### src/rtl/rtd_pkg.sv
// Package for the integer-to-radix-digits block: widths, register map,
// shared config and state types. Used by every module in rtl/; depends on nothing.
package rtd_pkg;

    localparam int VALUE_W    = 64;
    localparam int RADIX_W    = 9;
    localparam int COUNT_W    = 7;
    localparam int DIGIT_W    = 8;
    localparam int COLUMN_W   = 6;
    localparam int APB_DATA_W = 32;
    localparam int APB_ADDR_W = 4;

    localparam int DEFAULT_MAX_DIGITS = 64;

    // Divider retires this many dividend bits per cycle.
    localparam int STEP_BITS  = 8;
    localparam int STEPS      = VALUE_W / STEP_BITS;
    localparam int STEP_CNT_W = $clog2(STEPS);

    localparam int QUEUE_DEPTH = 2;
    localparam int QPTR_W      = $clog2(QUEUE_DEPTH);
    localparam int QCNT_W      = $clog2(QUEUE_DEPTH + 1);

    localparam logic [RADIX_W-1:0] RADIX_MIN   = RADIX_W'(2);
    localparam logic [RADIX_W-1:0] RADIX_MAX   = RADIX_W'(256);
    localparam logic [RADIX_W-1:0] RADIX_RESET = RADIX_W'(2);
    localparam logic [COUNT_W-1:0] COUNT_RESET = COUNT_W'(8);

    typedef enum logic [1:0] {
        REG_RADIX     = 2'd0,
        REG_COUNT     = 2'd1,
        REG_MSB_FIRST = 2'd2,
        REG_NONE      = 2'd3
    } reg_idx_t;

    // Effective (clamped) configuration seen by the back end.
    typedef struct packed {
        logic [RADIX_W-1:0] radix;
        logic [COUNT_W-1:0] count;
        logic               msb_first;
    } cfg_t;

    typedef enum logic [1:0] {
        BK_IDLE   = 2'd0,
        BK_DIVIDE = 2'd1,
        BK_HOLD   = 2'd2
    } back_state_t;

endpackage

### src/rtl/rtd_front.sv
// Front end: APB register file with clamping to the effective config,
// and acceptance of input beats toward the queue. Depends on rtd_pkg.
module rtd_front #(
    parameter int MAX_DIGITS = rtd_pkg::DEFAULT_MAX_DIGITS
) (
    input  logic                                clk,
    input  logic                                rst_n,
    input  logic                                psel,
    input  logic                                penable,
    input  logic                                pwrite,
    input  logic [rtd_pkg::APB_ADDR_W-1:0]      paddr,
    input  logic [rtd_pkg::APB_DATA_W-1:0]      pwdata,
    output logic [rtd_pkg::APB_DATA_W-1:0]      prdata,
    output logic                                pready,
    input  logic                                in_valid,
    output logic                                in_ready,
    input  logic [rtd_pkg::VALUE_W-1:0]         value,
    output logic                                push_valid,
    input  logic                                push_ready,
    output logic [rtd_pkg::VALUE_W-1:0]         push_value,
    output rtd_pkg::cfg_t                       cfg
);

    localparam logic [rtd_pkg::COUNT_W-1:0] COUNT_MAX = rtd_pkg::COUNT_W'(MAX_DIGITS);

    logic [rtd_pkg::RADIX_W-1:0] radix_reg;
    logic [rtd_pkg::COUNT_W-1:0] count_reg;
    logic                        msb_first_reg;
    logic                        wr_en;
    rtd_pkg::reg_idx_t           idx;

    assign pready = 1'b1;
    assign wr_en  = psel && penable && pwrite;
    assign idx    = rtd_pkg::reg_idx_t'(paddr[3:2]);

    always_ff @(posedge clk or negedge rst_n)
    begin
        if (!rst_n)
        begin
            radix_reg     <= rtd_pkg::RADIX_RESET;
            count_reg     <= rtd_pkg::COUNT_RESET;
            msb_first_reg <= 1'b0;
        end
        else if (wr_en)
        begin
            case (idx)
                rtd_pkg::REG_RADIX:     radix_reg     <= pwdata[rtd_pkg::RADIX_W-1:0];
                rtd_pkg::REG_COUNT:     count_reg     <= pwdata[rtd_pkg::COUNT_W-1:0];
                rtd_pkg::REG_MSB_FIRST: msb_first_reg <= pwdata[0];
                default: ;
            endcase
        end
    end

    always_comb
    begin
        case (idx)
            rtd_pkg::REG_RADIX:     prdata = rtd_pkg::APB_DATA_W'(radix_reg);
            rtd_pkg::REG_COUNT:     prdata = rtd_pkg::APB_DATA_W'(count_reg);
            rtd_pkg::REG_MSB_FIRST: prdata = rtd_pkg::APB_DATA_W'(msb_first_reg);
            default:                prdata = '0;
        endcase
    end

    // Clamp register values to the usable range.
    always_comb
    begin
        if (radix_reg < rtd_pkg::RADIX_MIN)
            cfg.radix = rtd_pkg::RADIX_MIN;
        else if (radix_reg > rtd_pkg::RADIX_MAX)
            cfg.radix = rtd_pkg::RADIX_MAX;
        else
            cfg.radix = radix_reg;

        if (count_reg == '0)
            cfg.count = rtd_pkg::COUNT_W'(1);
        else if (count_reg > COUNT_MAX)
            cfg.count = COUNT_MAX;
        else
            cfg.count = count_reg;

        cfg.msb_first = msb_first_reg;
    end

    assign push_valid = in_valid;
    assign push_value = value;
    assign in_ready   = push_ready;

endmodule

### src/rtl/rtd_queue.sv
// Short FIFO between front and back ends holding accepted values.
// Depends on rtd_pkg for width and depth.
module rtd_queue (
    input  logic                        clk,
    input  logic                        rst_n,
    input  logic                        wr_valid,
    output logic                        wr_ready,
    input  logic [rtd_pkg::VALUE_W-1:0] wr_data,
    output logic                        rd_valid,
    input  logic                        rd_ready,
    output logic [rtd_pkg::VALUE_W-1:0] rd_data
);

    logic [rtd_pkg::VALUE_W-1:0] slot_reg [rtd_pkg::QUEUE_DEPTH];
    logic [rtd_pkg::QPTR_W-1:0]  wr_ptr_reg;
    logic [rtd_pkg::QPTR_W-1:0]  rd_ptr_reg;
    logic [rtd_pkg::QCNT_W-1:0]  cnt_reg;
    logic                        push;
    logic                        pop;

    assign wr_ready = cnt_reg != rtd_pkg::QCNT_W'(rtd_pkg::QUEUE_DEPTH);
    assign rd_valid = cnt_reg != '0;
    assign rd_data  = slot_reg[rd_ptr_reg];
    assign push     = wr_valid && wr_ready;
    assign pop      = rd_valid && rd_ready;

    always_ff @(posedge clk)
    begin
        if (push)
            slot_reg[wr_ptr_reg] <= wr_data;
    end

    always_ff @(posedge clk or negedge rst_n)
    begin
        if (!rst_n)
        begin
            wr_ptr_reg <= '0;
            rd_ptr_reg <= '0;
            cnt_reg    <= '0;
        end
        else
        begin
            if (push)
                wr_ptr_reg <= (wr_ptr_reg == rtd_pkg::QPTR_W'(rtd_pkg::QUEUE_DEPTH - 1))
                              ? '0 : wr_ptr_reg + 1'b1;
            if (pop)
                rd_ptr_reg <= (rd_ptr_reg == rtd_pkg::QPTR_W'(rtd_pkg::QUEUE_DEPTH - 1))
                              ? '0 : rd_ptr_reg + 1'b1;
            if (push && !pop)
                cnt_reg <= cnt_reg + 1'b1;
            else if (pop && !push)
                cnt_reg <= cnt_reg - 1'b1;
        end
    end

endmodule

### src/rtl/rtd_back.sv
// Back end: iterative divider (eight dividend bits per cycle) producing one
// digit per pass, plus the output register. Depends on rtd_pkg.
module rtd_back (
    input  logic                         clk,
    input  logic                         rst_n,
    input  rtd_pkg::cfg_t                cfg,
    input  logic                         q_valid,
    output logic                         q_ready,
    input  logic [rtd_pkg::VALUE_W-1:0]  q_value,
    output logic                         out_valid,
    input  logic                         out_ready,
    output logic [rtd_pkg::DIGIT_W-1:0]  digit,
    output logic [rtd_pkg::COLUMN_W-1:0] column,
    output logic                         last_digit
);

    rtd_pkg::back_state_t state_reg, state_next;

    logic [rtd_pkg::VALUE_W-1:0]    work_reg, work_next;
    logic [rtd_pkg::DIGIT_W-1:0]    rem_reg, rem_next;
    logic [rtd_pkg::STEP_CNT_W-1:0] step_reg, step_next;
    logic [rtd_pkg::COLUMN_W-1:0]   idx_reg, idx_next;

    logic                           out_valid_reg;
    logic [rtd_pkg::DIGIT_W-1:0]    digit_reg;
    logic [rtd_pkg::COLUMN_W-1:0]   column_reg;
    logic                           last_reg;

    logic [rtd_pkg::VALUE_W-1:0]    w_step;
    logic [rtd_pkg::RADIX_W-1:0]    r_step;
    logic                           last_step;
    logic                           slot_free;
    logic                           is_last;
    logic                           load_out;
    logic [rtd_pkg::DIGIT_W-1:0]    out_digit;
    logic [rtd_pkg::COUNT_W-1:0]    last_idx;
    logic [rtd_pkg::COUNT_W-1:0]    mirror;

    // Eight restoring-division steps: shift dividend bits into the remainder,
    // subtract the radix when it fits, shift the quotient bit in at the bottom.
    always_comb
    begin
        w_step = work_reg;
        r_step = rtd_pkg::RADIX_W'(rem_reg);
        for (int k = 0; k < rtd_pkg::STEP_BITS; k++)
        begin
            r_step = {r_step[rtd_pkg::RADIX_W-2:0], w_step[rtd_pkg::VALUE_W-1]};
            w_step = {w_step[rtd_pkg::VALUE_W-2:0], 1'b0};
            if (r_step >= cfg.radix)
            begin
                r_step    = r_step - cfg.radix;
                w_step[0] = 1'b1;
            end
        end
    end

    assign last_step = step_reg == rtd_pkg::STEP_CNT_W'(rtd_pkg::STEPS - 1);
    assign slot_free = !out_valid_reg || out_ready;
    assign last_idx  = cfg.count - 1'b1;
    assign is_last   = rtd_pkg::COUNT_W'(idx_reg) == last_idx;
    assign mirror    = last_idx - rtd_pkg::COUNT_W'(idx_reg);

    // Next state
    always_comb
    begin
        state_next = state_reg;
        case (state_reg)
            rtd_pkg::BK_IDLE:
                if (q_valid)
                    state_next = rtd_pkg::BK_DIVIDE;
            rtd_pkg::BK_DIVIDE:
                if (last_step)
                begin
                    if (!slot_free)
                        state_next = rtd_pkg::BK_HOLD;
                    else if (is_last)
                        state_next = rtd_pkg::BK_IDLE;
                end
            rtd_pkg::BK_HOLD:
                if (slot_free)
                    state_next = is_last ? rtd_pkg::BK_IDLE : rtd_pkg::BK_DIVIDE;
            default:
                state_next = rtd_pkg::BK_IDLE;
        endcase
    end

    // State outputs
    always_comb
    begin
        q_ready   = 1'b0;
        load_out  = 1'b0;
        out_digit = r_step[rtd_pkg::DIGIT_W-1:0];
        case (state_reg)
            rtd_pkg::BK_IDLE:
                q_ready = 1'b1;
            rtd_pkg::BK_DIVIDE:
                load_out = last_step && slot_free;
            rtd_pkg::BK_HOLD:
            begin
                load_out  = slot_free;
                out_digit = rem_reg;
            end
            default: ;
        endcase
    end

    // Datapath next values
    always_comb
    begin
        work_next = work_reg;
        rem_next  = rem_reg;
        step_next = step_reg;
        idx_next  = idx_reg;
        case (state_reg)
            rtd_pkg::BK_IDLE:
            begin
                work_next = q_value;
                rem_next  = '0;
                step_next = '0;
                idx_next  = '0;
            end
            rtd_pkg::BK_DIVIDE:
            begin
                work_next = w_step;
                rem_next  = r_step[rtd_pkg::DIGIT_W-1:0];
                step_next = step_reg + 1'b1;
                if (load_out)
                begin
                    rem_next = '0;
                    idx_next = idx_reg + 1'b1;
                end
            end
            rtd_pkg::BK_HOLD:
                if (load_out)
                begin
                    rem_next = '0;
                    idx_next = idx_reg + 1'b1;
                end
            default: ;
        endcase
    end

    always_ff @(posedge clk or negedge rst_n)
    begin
        if (!rst_n)
        begin
            state_reg     <= rtd_pkg::BK_IDLE;
            out_valid_reg <= 1'b0;
        end
        else
        begin
            state_reg <= state_next;
            if (load_out)
                out_valid_reg <= 1'b1;
            else if (out_ready)
                out_valid_reg <= 1'b0;
        end
    end

    always_ff @(posedge clk)
    begin
        work_reg <= work_next;
        rem_reg  <= rem_next;
        step_reg <= step_next;
        idx_reg  <= idx_next;
        if (load_out)
        begin
            digit_reg  <= out_digit;
            column_reg <= cfg.msb_first ? mirror[rtd_pkg::COLUMN_W-1:0] : idx_reg;
            last_reg   <= is_last;
        end
    end

    assign out_valid  = out_valid_reg;
    assign digit      = digit_reg;
    assign column     = column_reg;
    assign last_digit = last_reg;

endmodule

### src/rtl/integer_to_radix_digits.sv
// Top level of the integer-to-radix-digits block: front end, queue, back end.
// Depends on rtd_pkg, rtd_front, rtd_queue and rtd_back.
//
//  channel   handshake               payload                     direction
//  -------   ---------------------   -------------------------   ---------
//  input     in_valid / in_ready     value[63:0]                 in
//  result    out_valid / out_ready   digit, column, last_digit   out
//  config    APB psel/penable/pready paddr[3:0], pwdata, prdata  in/out
//
// Each digit takes one pass of the back-end divider over the 64-bit value (8
// dividend bits per cycle while it divides), so a value with n digits occupies
// it for n passes plus a pickup of the next value from the idle state.
// Reset (rst_n low, asynchronous) empties the queue, drops any value in flight,
// and loads radix 2, digit count 8, LSB-first columns.
// The two-entry queue keeps taking values while the divider works; a stalled
// result beat holds in the output register and the divider waits only when it
// finishes the next digit with the register still full.
module integer_to_radix_digits #(
    parameter int MAX_DIGITS = rtd_pkg::DEFAULT_MAX_DIGITS
) (
    input  logic                           clk,
    input  logic                           rst_n,
    input  logic                           psel,
    input  logic                           penable,
    input  logic                           pwrite,
    input  logic [rtd_pkg::APB_ADDR_W-1:0] paddr,
    input  logic [rtd_pkg::APB_DATA_W-1:0] pwdata,
    output logic [rtd_pkg::APB_DATA_W-1:0] prdata,
    output logic                           pready,
    input  logic                           in_valid,
    output logic                           in_ready,
    input  logic [rtd_pkg::VALUE_W-1:0]    value,
    output logic                           out_valid,
    input  logic                           out_ready,
    output logic [rtd_pkg::DIGIT_W-1:0]    digit,
    output logic [rtd_pkg::COLUMN_W-1:0]   column,
    output logic                           last_digit
);

    rtd_pkg::cfg_t               cfg;
    logic                        push_valid;
    logic                        push_ready;
    logic [rtd_pkg::VALUE_W-1:0] push_value;
    logic                        q_valid;
    logic                        q_ready;
    logic [rtd_pkg::VALUE_W-1:0] q_value;

    // Register file and input acceptance.
    rtd_front #(
        .MAX_DIGITS (MAX_DIGITS)
    ) u_front (
        .clk        (clk),
        .rst_n      (rst_n),
        .psel       (psel),
        .penable    (penable),
        .pwrite     (pwrite),
        .paddr      (paddr),
        .pwdata     (pwdata),
        .prdata     (prdata),
        .pready     (pready),
        .in_valid   (in_valid),
        .in_ready   (in_ready),
        .value      (value),
        .push_valid (push_valid),
        .push_ready (push_ready),
        .push_value (push_value),
        .cfg        (cfg)
    );

    // Hold accepted values until the divider is free.
    rtd_queue u_queue (
        .clk      (clk),
        .rst_n    (rst_n),
        .wr_valid (push_valid),
        .wr_ready (push_ready),
        .wr_data  (push_value),
        .rd_valid (q_valid),
        .rd_ready (q_ready),
        .rd_data  (q_value)
    );

    // Divide out one digit per pass and emit result beats.
    rtd_back u_back (
        .clk        (clk),
        .rst_n      (rst_n),
        .cfg        (cfg),
        .q_valid    (q_valid),
        .q_ready    (q_ready),
        .q_value    (q_value),
        .out_valid  (out_valid),
        .out_ready  (out_ready),
        .digit      (digit),
        .column     (column),
        .last_digit (last_digit)
    );

endmodule
### config.mk
export PLATFORM = sky130hd
export DESIGN_NAME = integer_to_radix_digits
export DESIGN_NICKNAME = d
export VERILOG_FILES = /design/src/rtl/rtd_pkg.sv /design/src/rtl/rtd_front.sv /design/src/rtl/rtd_queue.sv /design/src/rtl/rtd_back.sv /design/src/rtl/integer_to_radix_digits.sv
export SDC_FILE = /design/constraint.sdc
export NUM_CORES = 1
export LEC_CHECK = 0
export BUFFER_PORTS_ARGS = -buffer_cell sky130_fd_sc_hd__buf_2
export CAP_MARGIN = 10
export CORE_MARGIN = 4
export CORE_UTILIZATION = 60
export DETAILED_ROUTE_END_ITERATION = 10
export PLACE_DENSITY = 0.81
export SYNTH_ARGS = -nofsm -noshare
export SYNTH_HDL_FRONTEND = slang
export SYNTH_SLANG_ARGS = --single-unit
### constraint.sdc
create_clock -name clk -period 28.9 [get_ports clk]
set_input_delay 5.78 -clock clk [delete_from_list [all_inputs] [get_ports clk]]
set_output_delay 5.78 -clock clk [all_outputs]
set_load 0.02 [all_outputs]
==> results.md <==
- Slew margin rel.: 0.311
- Min Tclk post-route: 18.62 ns
- Hold endpoint: u_back.work_reg[41]
- Met2 Resource Use GR: 0.389
- Worst-Skew Late Latency: 0.54 ns
- Highest-delay cell along the critical path: o311ai_0
- Die area: 0.0255 mm^2
- Routability congestion estimate: 0.921
- Max reg flops: 128
- Hold_sp: u_back.work_reg[33]
- Final hold violations: 0
- Post-synthesis cell count: 1187
- Met3 GRT Util: 0.0428
- Commonest non-fill, non-tap cell in the layout: edfxtp_1
- Synth unique cells: 69
- TritonCTS clock tree: done
- Commonest non-fill, non-tap cells in the layout: edfxtp_1 (224), nand2_1 (123), o21ai_0 (109)
- CTS Buffer Depth: 3
- Crit path capture type: register
- CTS root buf: clkbuf_16
- CP dominant cell by count: ha_1
- Final setup vio count: 0
- RSZ-0062 raised after global routing: false
- Post-Syn Area: 0.0138 mm^2
- Initial antenna violation count: 4
- Remaining Overflow, GRT: 0
- Flop and latch count out of synthesis: 248
- Synthesis-to-layout area growth: 12.1%
- Fin crit share: 0.644
- Grt peak-use layer: met2
- Post-cts resize count: 0
- Setup_tns: 0 ns
- Fill cells: 1630
- Clock slew at reported path FFs: 0.06 ns
- CP peak stage delay: 0.89 ns
- First-pass DRT Iterations: 5
- Number of port buffers: 107
- Final Max Tran Viols: 0
- Final WL: 30100 um
- Core area: 0.0226 mm^2
- # hold bufs at CTS: 0
- Final Skew: 0.0119 ns
- DR DRC count: 0
- # rows: 55
- Dominant synthesized flop cell: edfxtp_1
- CP Launch Type: register
- Die height: 160 um
- DR iter-0 viols: 716
- WHS Path Cells: 2
- Total GRT Usage: 0.230
- Htree depth: 1
- Worst endpoint required time: 29.19 ns
- Largest net degree at the start of global routing: 106
- Antenna cells: 0
- R2r setup slk: 10.28 ns
- Area occupied by multi-input gates: 0.00609 mm^2
- Yosys Warn Count: 0
- Top Ports: 157
- Setup CP Type: register to register
- Clock sink count: 248
- Crit path DAT: 18.92 ns
- Nets: 1493
- Die W: 160 um
- Synth async-reset ratio: 0.0968
- Vias: 9621
- Hold Path Class: register to register
- Reg2Reg Depth: 59
- Worst R2R End: u_back.digit[0]
- Dpl hpwl: 20300 um
- Vias in the first global route: 9638
- Worst Path Max Fanout: 16
- Vias/cell: 6.03
- Fmax: 53.7 MHz
- Post-CTS Repair Setup Buffers: 0
- Initial Util: 0.609
- Status: complete, no violations
- Reg2reg start: u_front.radix_reg[8]
- Max_cap viols: 0
- Met1 Usage GRT: 0.295
- Post-synthesis sequential area ratio: 0.531
- Syn_area_per_cell: 11.6 um^2
- Cts bufs inserted: 26
- Antenna Nets Post-Route: 0
- EDFF count, synth: 224
- Wire length per cell: 18.8 um
- FF/Latch Area: 0.00733 mm^2
- First-pass GRT wire length: 48000 um
- Layout cells sized above 1: 0.155
- Worst slew pin tran: 1.03 ns
how the worst max path moves through the flow:
| stage | start | end | slack, ns | depth (start not counted) |
|---|---|---|---|---|
| 6_report | u_front.radix_reg[8] | u_back.digit[0] | 10.28 | 59 |
| 4_1_cts | u_front.radix_reg[8] | u_back.digit[0] | 10.63 | 60 |
| 2_1_floorplan | u_front.radix_reg[6] | u_back.digit[1] | 14.19 | 59 |
| 5_1_grt | u_front.radix_reg[8] | u_back.digit[0] | 9.15 | 57 |
| 3_3_place_gp | u_front.radix_reg[8] | u_back.digit[0] | 10.92 | 59 |
| 3_5_place_dp | u_front.radix_reg[8] | u_back.digit[0] | 10.71 | 59 |
per-stage QoR:
stage	worst slack [ns]	hold slack (ns)	utilization	instances	cell area (um^2)
after global placement	10.92	0.507	0.641	1547	14500
after detailed placement	10.71	0.509	0.641	1547	14500
after CTS	10.63	0.529	0.683	1595	15500
after global routing	9.15	0.552	0.683	1596	15500
final	10.28	0.524	0.683	1596	15500
after floorplan	14.19	0.461	-	1209	13900
cell usage after synthesis (all sizes together) (22+ instances only):
cell type / count / share of area
xnor2: 34 / 0.022
mux2: 34 / 0.028
dfrtp: 22 / 0.040
clkbuf: 29 / 0.0079
nand2: 123 / 0.033
mux2i: 79 / 0.057
nor2: 62 / 0.017
edfxtp: 224 / 0.49
ha: 86 / 0.078
a21o: 25 / 0.014
buf: 30 / 0.015
inv: 43 / 0.012
o21ai: 112 / 0.041
a21oi: 51 / 0.019
worst max-delay path: cells and delay by family (launching register included):
| kind | cells | cell delay, ns |
|---|---|---|
| and+or+nand+nor | 11 | 2.91 |
| DFF | 1 | 0.37 |
| muxes | 4 | 1.72 |
| buffers and inverters | 4 | 0.80 |
| AOI/OAI and AO/OA | 32 | 9.88 |
| adders and majority gates | 8 | 2.66 |
cell families after synthesis:
group / Yosys count / share of synthesized area
XOR/XNOR: 47 / 0.0298
adder cells (fa/ha/maj): 95 / 0.0911
multiplexers: 113 / 0.0851
AND/OR/NAND/NOR: 297 / 0.100
buffers and inverters: 103 / 0.0346
other: 2 / 0.000544
AO/OA/AOI/OAI: 282 / 0.127
flip-flops: 248 / 0.531
per-layer routing:
metal | routed length (um) | vias to the layer above
met1 | 12400 | 4598
met4 | 1190 | 8
met5 | 38 | -
met2 | 14500 | 353
met3 | 1990 | 84
li1 | - | 4578
area by class of cell:
| cell class | instances | share of cell area |
|---|---|---|
| tap | 285 | 0.0231 |
| inverter | 44 | 0.0107 |
| timing repair buffer | 113 | 0.0375 |
| clock buffer | 29 | 0.0428 |
| clock inverter | 19 | 0.0178 |
| multi-input combinational | 858 | 0.394 |
| sequential | 248 | 0.474 |
Power is left out: the tool's default activity adds up to more than one toggle a clock period on the data nets, which glitch-free logic cannot reach.
